<file path="src/hdl/cft_pkg.sv">
// Shared constants and types of the CSV field tokenizer.
`default_nettype none
package cft_pkg;

   localparam logic [7:0] CHAR_NUL       = 8'h00;
   localparam logic [7:0] CHAR_TAB       = 8'h09;
   localparam logic [7:0] CHAR_NEWLINE   = 8'h0A;
   localparam logic [7:0] CHAR_QUOTE     = 8'h22;
   localparam logic [7:0] CHAR_COMMA     = 8'h2C;
   localparam logic [7:0] CHAR_SEMICOLON = 8'h3B;
   localparam logic [7:0] PRINT_LOW      = 8'h20;
   localparam logic [7:0] PRINT_HIGH     = 8'h7E;

   localparam logic [1:0] KIND_BYTE = 2'd0;
   localparam logic [1:0] KIND_END  = 2'd1;
   localparam logic [1:0] KIND_NONE = 2'd2;

   localparam logic [1:0] CAUSE_SEP   = 2'd0;
   localparam logic [1:0] CAUSE_LINE  = 2'd1;
   localparam logic [1:0] CAUSE_OTHER = 2'd2;

   localparam int QUEUE_DEPTH = 4;
   localparam int QPTR_W      = $clog2(QUEUE_DEPTH);
   localparam int QCNT_W      = $clog2(QUEUE_DEPTH + 1);

   typedef struct packed {
      logic [1:0] kind;
      logic [7:0] content;
      logic       was_quoted;
      logic [1:0] end_cause;
   } result_type;

   // One queue entry holds every result that a single byte causes.
   typedef struct packed {
      logic       two;
      result_type res_a;
      result_type res_b;
   } entry_type;

endpackage
`default_nettype wire

</file>
<file path="src/hdl/cft_ifs.sv">
// Channel interfaces of the CSV field tokenizer.
`default_nettype none
interface cft_req_if;
   logic       valid;
   logic       ready;
   logic [7:0] text_byte;
   modport source (output valid, output text_byte, input ready);
   modport sink (input valid, input text_byte, output ready);
endinterface

interface cft_rsp_if;
   logic       valid;
   logic       ready;
   logic [1:0] kind;
   logic [7:0] content;
   logic       was_quoted;
   logic [1:0] end_cause;
   logic       last;
   modport source (output valid, output kind, output content, output was_quoted,
                   output end_cause, output last, input ready);
   modport sink (input valid, input kind, input content, input was_quoted,
                 input end_cause, input last, output ready);
endinterface

interface cft_csr_if;
   logic valid;
   logic ready;
   logic semicolon_mode;
   modport source (output valid, output semicolon_mode, input ready);
   modport sink (input valid, input semicolon_mode, output ready);
endinterface
`default_nettype wire

</file>
<file path="src/hdl/cft_front.sv">
// Front end: accepts text bytes, runs the field state machine, queues results.
`default_nettype none
module cft_front
   import cft_pkg::*;
(
   input  wire        clock,
   input  wire        reset,
   cft_req_if.sink    req_ch,
   cft_csr_if.sink    csr_ch,
   input  wire        queue_full,
   output logic       push,
   output entry_type  push_data
);

   localparam logic [1:0] PH_START  = 2'd0;
   localparam logic [1:0] PH_PLAIN  = 2'd1;
   localparam logic [1:0] PH_QUOTED = 2'd2;
   localparam logic [1:0] PH_AFTERQ = 2'd3;

   logic [1:0] phase_ff, phase_in;
   logic       quoted_ff, quoted_in;
   logic       mode_ff;
   logic       fire, has_result;
   logic [7:0] c;
   logic       line_end, mode_sep, sep, printable, start_none, start_quote;
   entry_type  ent;

   assign c           = req_ch.text_byte;
   assign fire        = req_ch.valid && !queue_full;
   assign req_ch.ready = !queue_full;
   assign csr_ch.ready = 1'b1;

   assign line_end    = (c == CHAR_NUL) || (c == CHAR_NEWLINE);
   assign mode_sep    = mode_ff ? (c == CHAR_SEMICOLON) : (c == CHAR_COMMA);
   assign sep         = (c == CHAR_TAB) || mode_sep;
   assign printable   = (c >= PRINT_LOW) && (c <= PRINT_HIGH);
   assign start_none  = !printable || mode_sep;
   assign start_quote = (c == CHAR_QUOTE);

   always_comb begin
      phase_in   = phase_ff;
      quoted_in  = quoted_ff;
      has_result = 1'b0;
      ent        = '0;
      unique case (phase_ff)
         PH_START: begin
            quoted_in = 1'b0;
            if (start_none) begin
               has_result     = 1'b1;
               ent.res_a.kind = KIND_NONE;
               phase_in       = PH_START;
            end else if (start_quote) begin
               quoted_in = 1'b1;
               phase_in  = PH_QUOTED;
            end else begin
               has_result        = 1'b1;
               ent.res_a.kind    = KIND_BYTE;
               ent.res_a.content = c;
               phase_in          = PH_PLAIN;
            end
         end
         PH_PLAIN, PH_QUOTED: begin
            has_result = 1'b1;
            if (line_end) begin
               ent.res_a.kind       = KIND_END;
               ent.res_a.was_quoted = quoted_ff;
               ent.res_a.end_cause  = CAUSE_LINE;
               phase_in             = PH_START;
               quoted_in            = 1'b0;
            end else if ((phase_ff == PH_PLAIN) && sep) begin
               ent.res_a.kind       = KIND_END;
               ent.res_a.was_quoted = quoted_ff;
               ent.res_a.end_cause  = CAUSE_SEP;
               phase_in             = PH_START;
               quoted_in            = 1'b0;
            end else if ((phase_ff == PH_QUOTED) && start_quote) begin
               has_result = 1'b0;
               phase_in   = PH_AFTERQ;
            end else begin
               ent.res_a.kind       = KIND_BYTE;
               ent.res_a.content    = c;
               ent.res_a.was_quoted = quoted_ff;
            end
         end
         PH_AFTERQ: begin
            has_result           = 1'b1;
            ent.res_a.kind       = KIND_END;
            ent.res_a.was_quoted = quoted_ff;
            phase_in             = PH_START;
            quoted_in            = 1'b0;
            if (sep) begin
               ent.res_a.end_cause = CAUSE_SEP;
            end else if (line_end) begin
               ent.res_a.end_cause = CAUSE_LINE;
            end else begin
               // The byte after the closing quote also opens the next field.
               ent.res_a.end_cause = CAUSE_OTHER;
               if (start_none) begin
                  ent.two        = 1'b1;
                  ent.res_b.kind = KIND_NONE;
               end else if (start_quote) begin
                  quoted_in = 1'b1;
                  phase_in  = PH_QUOTED;
               end else begin
                  ent.two           = 1'b1;
                  ent.res_b.kind    = KIND_BYTE;
                  ent.res_b.content = c;
                  phase_in          = PH_PLAIN;
               end
            end
         end
         default: begin
            phase_in = PH_START;
         end
      endcase
   end

   assign push      = fire && has_result;
   assign push_data = ent;

   always_ff @(posedge clock) begin
      if (reset) begin
         phase_ff  <= PH_START;
         quoted_ff <= 1'b0;
         mode_ff   <= 1'b0;
      end else begin
         if (fire) begin
            phase_ff  <= phase_in;
            quoted_ff <= quoted_in;
         end
         if (csr_ch.valid) begin
            mode_ff <= csr_ch.semicolon_mode;
         end
      end
   end

endmodule
`default_nettype wire

</file>
<file path="src/hdl/cft_queue.sv">
// Short queue of result entries between the front and back ends.
`default_nettype none
module cft_queue
   import cft_pkg::*;
(
   input  wire        clock,
   input  wire        reset,
   input  wire        push,
   input  entry_type  push_data,
   output logic       full,
   input  wire        pop,
   output entry_type  head,
   output logic       empty
);

   entry_type          mem_ff [QUEUE_DEPTH];
   logic [QPTR_W-1:0]  wr_ptr_ff;
   logic [QPTR_W-1:0]  rd_ptr_ff;
   logic [QCNT_W-1:0]  count_ff;
   logic               do_push, do_pop;

   assign full    = (count_ff == QCNT_W'(QUEUE_DEPTH));
   assign empty   = (count_ff == '0);
   assign do_push = push && !full;
   assign do_pop  = pop && !empty;
   assign head    = mem_ff[rd_ptr_ff];

   always_ff @(posedge clock) begin
      if (do_push) begin
         mem_ff[wr_ptr_ff] <= push_data;
      end
   end

   always_ff @(posedge clock) begin
      if (reset) begin
         wr_ptr_ff <= '0;
         rd_ptr_ff <= '0;
         count_ff  <= '0;
      end else begin
         if (do_push) begin
            wr_ptr_ff <= wr_ptr_ff + 1'b1;
         end
         if (do_pop) begin
            rd_ptr_ff <= rd_ptr_ff + 1'b1;
         end
         if (do_push && !do_pop) begin
            count_ff <= count_ff + 1'b1;
         end else if (do_pop && !do_push) begin
            count_ff <= count_ff - 1'b1;
         end
      end
   end

endmodule
`default_nettype wire

</file>
<file path="src/hdl/cft_back.sv">
// Back end: expands queue entries into result items behind an output register.
`default_nettype none
module cft_back
   import cft_pkg::*;
(
   input  wire        clock,
   input  wire        reset,
   input  entry_type  head,
   input  wire        empty,
   output logic       pop,
   cft_rsp_if.source  rsp_ch
);

   logic       rsp_valid_ff;
   logic       sub_ff;
   result_type res_ff;
   logic       last_ff;
   logic       load, take, emit_last;
   result_type emit;

   assign load      = !rsp_valid_ff || rsp_ch.ready;
   assign take      = load && !empty;
   assign emit      = sub_ff ? head.res_b : head.res_a;
   assign emit_last = !(head.two && !sub_ff);
   assign pop       = take && emit_last;

   always_ff @(posedge clock) begin
      if (reset) begin
         rsp_valid_ff <= 1'b0;
         sub_ff       <= 1'b0;
      end else begin
         if (load) begin
            rsp_valid_ff <= !empty;
         end
         if (take) begin
            sub_ff <= !emit_last;
         end
      end
   end

   always_ff @(posedge clock) begin
      if (take) begin
         res_ff  <= emit;
         last_ff <= emit_last;
      end
   end

   assign rsp_ch.valid      = rsp_valid_ff;
   assign rsp_ch.kind       = res_ff.kind;
   assign rsp_ch.content    = res_ff.content;
   assign rsp_ch.was_quoted = res_ff.was_quoted;
   assign rsp_ch.end_cause  = res_ff.end_cause;
   assign rsp_ch.last       = last_ff;

endmodule
`default_nettype wire

</file>
<file path="src/hdl/csv_field_tokenizer.sv">
// Top level of the CSV field tokenizer.
//
//   Channel   Direction   Carries
//   req_ch    in          one text byte per item
//   rsp_ch    out         kind, content, was_quoted, end_cause, last per item
//   csr_ch    in          semicolon_mode register write
//
// The front end takes one byte per cycle while the four-entry queue has room.
// A byte that causes two results yields two output items; only the second has last set.
// Each result passes through the queue and then the output register before it is offered.
// Synchronous reset clears the field state, the mode register and the queue.
// Either side may stall on its own; the queue absorbs the difference.
`default_nettype none
module csv_field_tokenizer
   import cft_pkg::*;
(
   input  wire        clock,
   input  wire        reset,
   cft_req_if.sink    req_ch,
   cft_rsp_if.source  rsp_ch,
   cft_csr_if.sink    csr_ch
);

   logic      push, queue_full, pop, queue_empty;
   entry_type push_data, head;

   cft_front u_front (
      .clock      (clock),
      .reset      (reset),
      .req_ch     (req_ch),
      .csr_ch     (csr_ch),
      .queue_full (queue_full),
      .push       (push),
      .push_data  (push_data)
   );

   cft_queue u_queue (
      .clock     (clock),
      .reset     (reset),
      .push      (push),
      .push_data (push_data),
      .full      (queue_full),
      .pop       (pop),
      .head      (head),
      .empty     (queue_empty)
   );

   cft_back u_back (
      .clock  (clock),
      .reset  (reset),
      .head   (head),
      .empty  (queue_empty),
      .pop    (pop),
      .rsp_ch (rsp_ch)
   );

endmodule
`default_nettype wire

</file>
<file path="src/flat_wrapper.sv">
// flat-port wrapper written by rule: the top's interface ports become plain ports
module csv_field_tokenizer_flat import cft_pkg::*;
  (clock, reset, req_ch_valid, req_ch_text_byte, req_ch_ready, rsp_ch_valid, rsp_ch_kind, rsp_ch_content, rsp_ch_was_quoted, rsp_ch_end_cause, rsp_ch_last, rsp_ch_ready, csr_ch_valid, csr_ch_semicolon_mode, csr_ch_ready);
  cft_req_if req_ch_i ();
  cft_rsp_if rsp_ch_i ();
  cft_csr_if csr_ch_i ();
  input  wire clock;
  input  wire reset;
  input wire logic [$bits(req_ch_i.valid)-1:0] req_ch_valid;
  input wire logic [$bits(req_ch_i.text_byte)-1:0] req_ch_text_byte;
  output wire logic [$bits(req_ch_i.ready)-1:0] req_ch_ready;
  output wire logic [$bits(rsp_ch_i.valid)-1:0] rsp_ch_valid;
  output wire logic [$bits(rsp_ch_i.kind)-1:0] rsp_ch_kind;
  output wire logic [$bits(rsp_ch_i.content)-1:0] rsp_ch_content;
  output wire logic [$bits(rsp_ch_i.was_quoted)-1:0] rsp_ch_was_quoted;
  output wire logic [$bits(rsp_ch_i.end_cause)-1:0] rsp_ch_end_cause;
  output wire logic [$bits(rsp_ch_i.last)-1:0] rsp_ch_last;
  input wire logic [$bits(rsp_ch_i.ready)-1:0] rsp_ch_ready;
  input wire logic [$bits(csr_ch_i.valid)-1:0] csr_ch_valid;
  input wire logic [$bits(csr_ch_i.semicolon_mode)-1:0] csr_ch_semicolon_mode;
  output wire logic [$bits(csr_ch_i.ready)-1:0] csr_ch_ready;
  assign req_ch_i.valid = req_ch_valid;
  assign req_ch_i.text_byte = req_ch_text_byte;
  assign req_ch_ready = req_ch_i.ready;
  assign rsp_ch_valid = rsp_ch_i.valid;
  assign rsp_ch_kind = rsp_ch_i.kind;
  assign rsp_ch_content = rsp_ch_i.content;
  assign rsp_ch_was_quoted = rsp_ch_i.was_quoted;
  assign rsp_ch_end_cause = rsp_ch_i.end_cause;
  assign rsp_ch_last = rsp_ch_i.last;
  assign rsp_ch_i.ready = rsp_ch_ready;
  assign csr_ch_i.valid = csr_ch_valid;
  assign csr_ch_i.semicolon_mode = csr_ch_semicolon_mode;
  assign csr_ch_ready = csr_ch_i.ready;
  csv_field_tokenizer u_core (.clock(clock), .reset(reset), .req_ch(req_ch_i), .rsp_ch(rsp_ch_i), .csr_ch(csr_ch_i));
endmodule
</file>
<file path="config.mk">
export PLATFORM = sky130hd
export DESIGN_NAME = csv_field_tokenizer_flat
export DESIGN_NICKNAME = d
export VERILOG_FILES = /design/src/hdl/cft_pkg.sv /design/src/hdl/cft_ifs.sv /design/src/hdl/cft_front.sv /design/src/hdl/cft_queue.sv /design/src/hdl/cft_back.sv /design/src/hdl/csv_field_tokenizer.sv /design/src/flat_wrapper.sv
export SDC_FILE = /design/constraint.sdc
export NUM_CORES = 1
export LEC_CHECK = 0
export BUFFER_PORTS_ARGS = -buffer_cell sky130_fd_sc_hd__buf_2
export CORE_AREA = 4 4 119 121
export CTS_BUF_LIST = sky130_fd_sc_hd__clkbuf_16
export CTS_CLUSTER_SIZE = 25
export DETAILED_ROUTE_END_ITERATION = 16
export DIE_AREA = 0 0 123 125
export PLACE_DENSITY = 0.67
export SYNTH_ARGS = -nofsm -noshare
export SYNTH_HDL_FRONTEND = slang
export SYNTH_SLANG_ARGS = --single-unit
</file>
<file path="constraint.sdc">
create_clock -name clock -period 6.31 [get_ports clock]
set_input_delay 0.9465 -clock clock [delete_from_list [all_inputs] [get_ports clock]]
set_output_delay 0.9465 -clock clock [all_outputs]
set_load 0.01 [all_outputs]
</file>
======== Word-level counts from Yosys, hierarchy flattened ========
Memory sizes are Yosys's and may differ from the RTL's. A register that Yosys moved wholly into a read port is not among the register bits.
Index checks and enable logic that the tools add are counted.
storage, ports and cells
  output and inout bits ................... 17
  word-level logic and storage cells ...... 112
  memories ................................ 1
  bits in writable memories ............... 96
  register bits after elaboration ......... 27
cells by class
  reductions and logical operators ........ 31
  equal/unequal tests ..................... 11
  muxes and demuxes ....................... 50
  $add $sub $neg .......................... 4
  $lt $le $gt $ge ......................... 2
memories
  name                   words  bits a word  rd ports  clocked after Yosys merged registers in  wr ports  RTL line         text
  u_core.u_queue.mem_ff  4      24           1         1                                        1         cft_queue.sv:16  entry_type mem_ff [QUEUE_DEPTH];
operators with widths
  cell                   count
  $mux W8                4
  $mux W10               3
  $eq A8 B6 Y1 const B   3
  $mux W2                12
  $mux W1                20
  $eq A8 B4 Y1 const B   2
  $pmux W8 S2            1
  $mux W13               1
  $logic_and A1 B1 Y1    12
  $pmux W2 S3            2
  $mux W3                3
  $mux W9                1
  $ge A8 B6 Y1 const B   1
  $le A8 B7 Y1 const B   1
  $logic_not A1 Y1       8
  $logic_not A8 Y1       1
  $pmux W1 S3            2
  $pmux W3 S2            1
  $add A2 B1 Y2 const B  2
  $eq A2 B2 Y1 const B   2
  $logic_or A1 B1 Y1     4
  $ne A4 B4 Y1 const B   1
  $reduce_and A2 Y1      2
  $add A3 B1 Y3 const B  1
  other kinds (8)        8

======== Logic depth before layout (Yosys ltp) ========
Gate-level depths: netlist of the first run.
  word-level depth ........................ 13
  depth in mapped cells ................... 13
  gate-level depth less buffers ........... 12

======== Cells and area by module ========
Synthesis of the first run repeated with hierarchy kept, for this count alone.
unflattened totals
  cell total of the unflattened synthesis .. 331
  area, all modules ....................... 5869.4 µm²
modules (own cells, without submodules)
  module     cells each  area each (µm²)  seq. area each (µm²)  instances
  cft_queue  189         4388.0           3423.3                1
  cft_front  102         803.3            80.1                  1
  cft_back   40          678.2            460.4                 1

======== Worst setup path after synthesis of the first run ========
No wires, ideal clock.
  path type ............................... input to register
  from .................................... in rsp_ch_ready
  to ...................................... reg u_core.u_queue.count_ff[2]
  path slack .............................. 3.205 ns
  cell stages on the path ................. 9
  data arrival time ....................... 3.035 ns
  library setup time ...................... 0.070 ns
  cell sequence ........................... inv_1 -> a21oi_1 -> nand2_1 -> ha_1 -> inv_1 -> fa_1 -> xor2_1 -> or3_1 -> a21oi_1
on the way
  longest elaborated chain between the ends .. 7
  elaborated cells between the ends (all ways) .. 9
  those cells by class .................... 1 x mux; 8 x reduce/logical
RTL lines
  what                                                  RTL line            text
  from (decl)                                           flat_wrapper.sv:18  input wire logic [$bits(rsp_ch_i.ready)-1:0] rsp_ch_ready;
  $logic_or A1 B1 Y1 *                                  cft_back.sv:21      assign load = !rsp_valid_ff || rsp_ch.ready;
  $logic_and A1 B1 Y1 *                                 cft_back.sv:22      assign take = load && !empty;
  net u_core.u_back.take                                cft_back.sv:18      logic load, take, emit_last;
  $logic_and A1 B1 Y1 *                                 cft_back.sv:25      assign pop = take && emit_last;
  $logic_and A1 B1 Y1 *                                 cft_queue.sv:25     assign do_pop = pop && !empty;
  $logic_not A1 Y1                                      cft_queue.sv:46     if (do_push && !do_pop) begin
  $logic_and A1 B1 Y1                                   cft_queue.sv:46
  $mux W3 / $reduce_bool A2 Y1 (equally long branches)  -
  to (signal assigned)                                  cft_queue.sv:47     count_ff <= count_ff + 1'b1;
  to (signal assigned)                                  cft_queue.sv:49     count_ff <= count_ff - 1'b1;
  to (decl)                                             cft_queue.sv:19     logic [QCNT_W-1:0] count_ff;
Mark *: on every way through the listed nets, which the timed path passes. The rest lies on a longest branch.
A chain may end at the register's enable or synchronous reset.

======== Final worst setup path of the first run ========
  from .................................... in req_ch_text_byte[3]
  to ...................................... reg u_core.u_queue.count_ff[2]
on the way
  longest elaborated chain between the ends .. 12
  elaborated cells between the ends (all ways) .. 29
  those cells by class .................... 2 x order compare; 5 x eq/ne; 8 x mux; 14 x reduce/logical
RTL lines
  what                                                                  RTL line            text
  from (decl)                                                           flat_wrapper.sv:10  input wire logic [$bits(req_ch_i.text_byte)-1:0] req_ch_text_byte;
  parallel branches: the longest is 6 deep, another holds $ge A8 B6 Y1  -
  $pmux W1 S3 *                                                         cft_front.sv:45     unique case (phase_ff)
  $logic_and A1 B1 Y1 *                                                 cft_front.sv:118    assign push = fire && has_result;
  $logic_and A1 B1 Y1 *                                                 cft_queue.sv:24     assign do_push = push && !full;
  net u_core.u_queue.do_push                                            cft_queue.sv:20     logic do_push, do_pop;
  $logic_not A1 Y1                                                      cft_queue.sv:48     end else if (do_pop && !do_push) begin
  $logic_and A1 B1 Y1                                                   cft_queue.sv:48
  $reduce_bool A2 Y1 (no line)                                          -
Mark *: on every way through the listed nets, which the timed path passes.

==> results of run 1 <==
-- placed cells by master, fill, tap and decap left out, types with 7 or more instances in the layout --
cell type,synthesis,layout
mux4_2,23,23
buf_4,1,7
and2_1,9,9
nor3b_1,8,8
buf_2,3,29
dfxtp_1,15,15
mux2_2,10,10
nand2_1,8,8
a21oi_1,9,8
ha_1,10,10
clkbuf_16,0,20
inv_1,11,16
nor2_1,16,16
edfxtp_1,106,106
-- registers in the layout, summed over array words and instances, names as in the netlist, named ones only --
signal and flops:
u_core.u_back.rsp_ch.content 8, u_core.u_back.rsp_ch.end_cause 2, u_core.u_back.rsp_ch.kind 2, u_core.u_back.rsp_ch.last 1, u_core.u_back.rsp_ch.valid 1, u_core.u_back.rsp_ch.was_quoted 1
u_core.u_back.sub_ff 1, u_core.u_front.mode_ff 1, u_core.u_front.phase_ff 2, u_core.u_front.quoted_ff 1, u_core.u_queue.count_ff 3, u_core.u_queue.mem_ff 92
u_core.u_queue.rd_ptr_ff 2, u_core.u_queue.wr_ptr_ff 2
-- layer usage --
metal  up-vias  share of wire [%]
met4         0                2.4
met1      1373                 42
met5         -                  0
met3        22                4.4
li1       1292                  -
met2        64                 51
-- how the worst min path moves through the flow --
stage,cells after the start,start,slack (ns),to
after global routing,2,u_core.u_back.rsp_ch.valid,0.52,u_core.u_back.rsp_ch.valid
after floorplan,2,u_core.u_queue.count_ff[2],0.47,u_core.u_queue.count_ff[2]
after global placement,2,u_core.u_back.rsp_ch.valid,0.47,u_core.u_back.rsp_ch.valid
after detailed placement,2,u_core.u_back.rsp_ch.valid,0.48,u_core.u_back.rsp_ch.valid
after CTS,2,u_core.u_back.rsp_ch.valid,0.49,u_core.u_back.rsp_ch.valid
final,2,u_core.u_back.rsp_ch.valid,0.48,u_core.u_back.rsp_ch.valid
-- cell type report --
class	instances	area, sq um	share of cell area, %
clock inverter	12	55.1	0.906
tap	176	220	3.62
inverter	12	45.0	0.741
timing repair buffer	36	198	3.25
sequential	121	3480	57.3
multi-input combinational	164	1570	25.9
clock buffer	20	500	8.24
-- per-stage QoR --
stage	hold WS, ns	power [W]
2_1_floorplan	0.465	0.00168
3_3_place_gp	0.469	0.00188
3_5_place_dp	0.482	0.00191
4_1_cts	0.491	0.00279
5_1_grt	0.521	0.00289
6_report	0.482	0.00275
-- report_power, final --
group | internal (W) | switching (W)
registers | 0.00110 | 0.0000673
logic | 0.000323 | 0.000384
clock network | 0.000558 | 0.000316
total | 0.00198 | 0.000767
-- logic make-up after synthesis --
logic type	Yosys count
AO/OA/AOI/OAI	34
flip-flops	121
adder cells (fa/ha/maj)	11
AND/OR/NAND/NOR	72
buffers and inverters	24
XOR/XNOR	6
multiplexers	36
other	2
-- worst reg2reg max path, delay by kind of cell (launching register included) --
| family | cells | cell delay, ns |
|---|---|---|
| buffers and inverters | 4 | 0.39 |
| adders and majority gates | 3 | 0.99 |
| and+or+nand+nor | 1 | 0.32 |
| DFF | 1 | 0.38 |
| AOI/OAI and AO/OA | 3 | 0.55 |
| xor gates and xnor gates | 1 | 0.18 |
==> impl_metrics.env, run 1 <==
export IMPL_status="completed"
export IMPL_path_max_fanout=7
export IMPL_endpoint="u_core.u_queue.count_ff[2]"
export IMPL_grt_pass1_wl_um=15600
export IMPL_routabilityCongestion=0.865
export IMPL_use_met2_pct=22.5
export IMPL_final_cells=541
export IMPL_yosys_cell_types_count=58
export IMPL_startpoint="req_ch_text_byte[3]"
export IMPL_die_h_um=125
export IMPL_skew_ns=0.00740
export IMPL_routedWlPerCell_um=18.0
export IMPL_post_route_util_pct=46.4
export IMPL_clk_root_buffer_cell="clkbuf_16"
export IMPL_p_leak_nw=2.13
export IMPL_portBuffers=29
export IMPL_grt_pass1_vias=2933
export IMPL_setup_tns_ns=0
export IMPL_rr_worst_depth=12
export IMPL_synth_flop_cell="edfxtp_1"
export IMPL_period_needed_ns=2.88
export IMPL_grt_start_max_net_pins=24
export IMPL_arrival_ns=3.22
export IMPL_fin_crit_sh_pct=45.7
export IMPL_slew_headroom_pct=37.1
export IMPL_dpl_cell_area_sq_um=5520
export IMPL_rr_startpoint="u_core.u_front.phase_ff[1]"
export IMPL_track_usage_pct=13.9
export IMPL_row_count=42
export IMPL_diodes=0
export IMPL_antenna_found_initial=0
export IMPL_layout_setup_ws_ns=3.43
export IMPL_path_cells="buf_2, and4bb_2, a32oi_1, o2111ai_2, inv_2, ha_1, inv_1, fa_1, xor2_1, or3_1, a21oi_1"
export IMPL_worst_path_buf_inv=3
export IMPL_cp_required_ns=6.65
export IMPL_cts_buffer_depth=2
export IMPL_synth_seq_cells=121
export IMPL_cts_sinks=121
export IMPL_core_sq_um=13100
export IMPL_place_ws_ns=3.03
export IMPL_irDropWorstVdd_v=0.000158
export IMPL_syn_to_final_growth_pct=18.2
export IMPL_drt_iter0_markers=216
export IMPL_start_kind="input pin"
export IMPL_setup_viol=0
export IMPL_htreeDepth=4
export IMPL_synth_top_cell_area_share_pct=61.9
export IMPL_r2r_setup_slack_ns=3.44
export IMPL_synth_area_leaders="edfxtp_1 62%, mux4_2 10%, dfxtp_1 5.8%"
export IMPL_dieArea_sq_um=15400
export IMPL_stdcell_area_sq_um=6080
export IMPL_cap_violations=0
export IMPL_grt_remaining_overflow=0
export IMPL_grt_use_met3_pct=5.01
export IMPL_drive_gt1_share_pct=30.4
export IMPL_synthXorXnorAreaFrac_pct=1.02
export IMPL_synth_commonest_cells="106 x edfxtp_1, 23 x mux4_2, 16 x nor2_1"
export IMPL_finalHoldViolCount=0
export IMPL_power_density_nw_per_um2=452
export IMPL_drv_slew=0
export IMPL_viasPerCell=5.09
export IMPL_syn_area_sq_um=5140
export IMPL_clk_latency_ns=0.41
export IMPL_ant_nets=0
export IMPL_crit_slowest_cell="fa_1"
export IMPL_cpPeakStageDelay_ns=0.38
export IMPL_floorplan_initialDensity_pct=39.3
export IMPL_end_kind="flip-flop"
export IMPL_ys_warnings_count=0
export IMPL_async_reset_ff_share_pct=0
export IMPL_synth_fa_ha_area_share_pct=2.82
export IMPL_rr_endpoint="u_core.u_queue.count_ff[2]"
export IMPL_grt_setup_unrepaired="no"
export IMPL_synth_top_family_by_area="multiplexers"
export IMPL_synth_seq_area_share_pct=67.8
export IMPL_crit_type="input pin to flip-flop"
export IMPL_fmax_ghz=0.347
export IMPL_hold_path_class="flip-flop to flip-flop"
export IMPL_hpwlAfterDp_um=6310
export IMPL_synth_area_leader_cell="edfxtp_1"
export IMPL_netlist_instances=306
export IMPL_post_cts_buffers=0
export IMPL_holdBufCountCts=0
export IMPL_yosys_area_share_simple_pct=8.28
export IMPL_cts_tree="built"
export IMPL_clkTransAtPathRegs_ns=0.05
export IMPL_syn_mean_instance_area_sq_um=16.8
export IMPL_firstDrtPassIters=4
export IMPL_io_pins=31
export IMPL_die_x_um=123
export IMPL_synth_compound_area_share_pct=5.21
export IMPL_synth_edff_count=106
export IMPL_use_met1_pct=16.3
export IMPL_tightest_slew_ns=0.942
export IMPL_yosysMostFrequentCell="edfxtp_1"
export IMPL_dp_cells=509
export IMPL_route_detailed_drc=0
export IMPL_cts_resized=0
export IMPL_filler_cell_count=1119
export IMPL_vias=2751
export IMPL_nets=377
export IMPL_cp_depth=11
export IMPL_critical_path_top_delay_family="simple AND/OR/NAND/NOR gates"
export IMPL_top_usage_layer="met2"
export IMPL_drt_total_wl_um=9730
export IMPL_muxShareOfSynthArea_pct=12.9
export IMPL_numCtsBuffers=17
(Power assumes the default switching activity.)
==> run 2: changes to the inputs <==
Settings changed: ABC_AREA from default to 1, CORE_AREA 4 4 119 121 to 4 4 120 122, DIE_AREA 0 0 123 125 to 0 0 124 126.
Clock period 6.31 ns to 2.9 ns, I/O delays scaled along.
==> impl_metrics.env, run 2 <==
export IMPL_path_cells="inv_1, ha_1, inv_1, o21ai_0, inv_1, nand2_4, inv_2, ha_1, inv_1, fa_1, a21oi_1, o21ai_0, o21ai_0, a21oi_1"
export IMPL_p_switching_w=0.00197
export IMPL_cts_buffer_depth=2
export IMPL_core_sq_um=13200
export IMPL_drv_slew=0
export IMPL_clk_root_buffer_cell="clkbuf_16"
export IMPL_ant_nets=0
export IMPL_routedWlPerCell_um=14.9
export IMPL_dieArea_sq_um=15600
export IMPL_setup_viol=0
export IMPL_largest_reg_flops=92
export IMPL_cp_required_ns=3.20
export IMPL_route_detailed_drc=0
export IMPL_grt_setup_unrepaired="no"
export IMPL_filler_cell_count=1218
export IMPL_diodes=0
export IMPL_r2r_setup_slack_ns=0.32
export IMPL_track_usage_pct=14.8
export IMPL_grt_remaining_overflow=0
export IMPL_cts_resized=0
export IMPL_viasPerCell=4.94
export IMPL_floorplan_initialDensity_pct=39.5
export IMPL_status="completed"
export IMPL_intPower_w=0.00419
export IMPL_fin_crit_sh_pct=89.0
export IMPL_startpoint="u_core.u_front.phase_ff[0]"
export IMPL_numCtsBuffers=17
export IMPL_clk_latency_ns=0.42
export IMPL_antenna_found_initial=0
export IMPL_async_reset_ff_share_pct=0
export IMPL_syn_mean_instance_area_sq_um=10.7
export IMPL_p_sw_share_pct=31.9
export IMPL_drt_iter0_markers=297
export IMPL_synth_edff_count=106
export IMPL_tightest_slew_ns=0.642
export IMPL_cts_tree="built"
export IMPL_firstDrtPassIters=5
export IMPL_drt_total_wl_um=10700
export IMPL_final_cell_mix="119 x nor2_1, 106 x edfxtp_1, 53 x o21ai_0"
export IMPL_crit_slowest_cell="fa_1"
export IMPL_rr_worst_depth=14
export IMPL_synth_area_leaders="edfxtp_1 61%, nor2_1 8.9%, dfxtp_1 5.8%"
export IMPL_synth_flop_cell="edfxtp_1"
export IMPL_clkPwrFrac_pct=31.2
export IMPL_ys_warnings_count=0
export IMPL_power_density_nw_per_um2=1000
export IMPL_fmax_ghz=0.387
export IMPL_seq_power_share_pct=41.3
export IMPL_vias=3556
export IMPL_nets=556
export IMPL_syn_area_sq_um=5210
export IMPL_largest_register="u_core.u_queue.mem_ff"
export IMPL_die_h_um=126
export IMPL_final_common_cell="nor2_1"
export IMPL_synth_seq_cells=121
export IMPL_io_pins=31
export IMPL_holdBufCountCts=0
export IMPL_row_count=42
export IMPL_comb_power_share_pct=27.4
export IMPL_rr_startpoint="u_core.u_front.phase_ff[0]"
export IMPL_synth_top_cell_area_share_pct=61.1
export IMPL_dp_cells=688
export IMPL_synth_area_leader_cell="edfxtp_1"
export IMPL_irDropWorstVdd_v=0.000570
export IMPL_setup_tns_ns=0
export IMPL_portBuffers=29
export IMPL_cap_violations=0
export IMPL_synth_commonest_cells="123 x nor2_1, 106 x edfxtp_1, 53 x o21ai_0"
export IMPL_die_x_um=124
export IMPL_crit_type="flip-flop to flip-flop"
export IMPL_yosysMostFrequentCell="nor2_1"
export IMPL_skew_ns=0.0100
export IMPL_finalHoldViolCount=0
export IMPL_end_kind="flip-flop"
export IMPL_arrival_ns=2.89
export IMPL_period_needed_ns=2.58
export IMPL_yosys_cell_types_count=32
export IMPL_htreeDepth=4
export IMPL_routabilityCongestion=0.866
export IMPL_slew_headroom_pct=56.9
export IMPL_clkTransAtPathRegs_ns=0.05
export IMPL_hold_path_class="input pin to flip-flop"
export IMPL_p_leak_nw=2.36
export IMPL_syn_to_final_growth_pct=18.0
export IMPL_grt_pass1_vias=3542
export IMPL_start_kind="flip-flop"
export IMPL_path_common_cell="inv_1"
export IMPL_path_max_fanout=7
export IMPL_netlist_instances=486
export IMPL_post_cts_buffers=0
export IMPL_final_cells=720
export IMPL_cts_sinks=121
export IMPL_grt_pass1_wl_um=17300
export IMPL_rr_endpoint="u_core.u_queue.count_ff[2]"
export IMPL_endpoint="u_core.u_queue.count_ff[2]"
export IMPL_hold_start="reset"
export IMPL_synth_seq_area_share_pct=66.8
export IMPL_hpwlAfterDp_um=6790
export IMPL_grt_start_max_net_pins=45
export IMPL_cpPeakStageDelay_ns=0.39
export IMPL_drive_gt1_share_pct=16.9
==> run 2: per-stage QoR <==
stage          worst slack, ns  utilization [%]  total power (W)  hold WS [ns]  instance area, sq um
2_1_floorplan            0.216                -          0.00371         0.441                  5220
3_3_place_gp             0.463             42.5          0.00422         0.462                  5610
3_5_place_dp             0.333             42.5          0.00429         0.470                  5610
4_1_cts                  0.325             46.6          0.00622         0.179                  6150
5_1_grt                 0.0339             46.6          0.00654         0.188                  6150
6_report                 0.319             46.6          0.00616         0.188                  6150
==> run 2: worst min-delay path by stage <==
stage	endpoint	slack [ns]	cells after the start
finish	u_core.u_queue.count_ff[0]	0.19	2
global route	u_core.u_queue.count_ff[0]	0.19	2
CTS	u_core.u_queue.count_ff[0]	0.18	2
detailed placement	flip-flop	0.47	2
global placement	u_core.u_queue.rd_ptr_ff[1]	0.46	2
floorplan	flip-flop	0.44	2
==> run 2: critical path, delay by kind of cell, from the launching register on <==
family | cells | cell delay (ns)
adder cells (fa/ha/maj) | 3 | 0.80
AO/OA/AOI/OAI | 5 | 0.62
buffers and inverters | 5 | 0.57
flip-flops | 1 | 0.38
AND/OR/NAND/NOR | 1 | 0.09
==> run 2: cell type report <==
type	instances	area [sq um]	share of cell area (%)
Inverter	41	154	2.50
Tap cell	176	220	3.58
Clock inverter	15	116	1.89
Sequential cell	121	3480	56.6
Clock buffer	17	425	6.92
Timing Repair Buffer	40	228	3.70
Multi-Input combinational cell	310	1520	24.8
==> run 2: cells by family (layout without fill, tap and decap cells) <==
family	Yosys count	after routing	synth area share (%)
and+or+nand+nor	202	202	16.2
DFF	121	121	66.8
AOI/OAI and AO/OA	91	91	9.39
buffers and inverters	58	113	4.44
adders and majority gates	11	11	2.79
other	2	5	0.144
xor gates and xnor gates	1	1	0.168
==> run 2: layer usage <==
metal	GRT usage (%)	routed length, um
met5	0	0
met2	22.0	4910
met4	5.61	186
met3	5.25	593
met1	19.8	5020
==> run 2: power by group through the flow <==
| stage | registers, W | clock network, W | logic (W) |
|---|---|---|---|
| 2_1_floorplan | 0.00263 | 0 | 0.00108 |
| 3_3_place_gp | 0.00257 | 0 | 0.00165 |
| 3_5_place_dp | 0.00258 | 0 | 0.00170 |
| 4_1_cts | 0.00255 | 0.00196 | 0.00171 |
| 5_1_grt | 0.00259 | 0.00203 | 0.00192 |
| 6_report | 0.00255 | 0.00192 | 0.00169 |
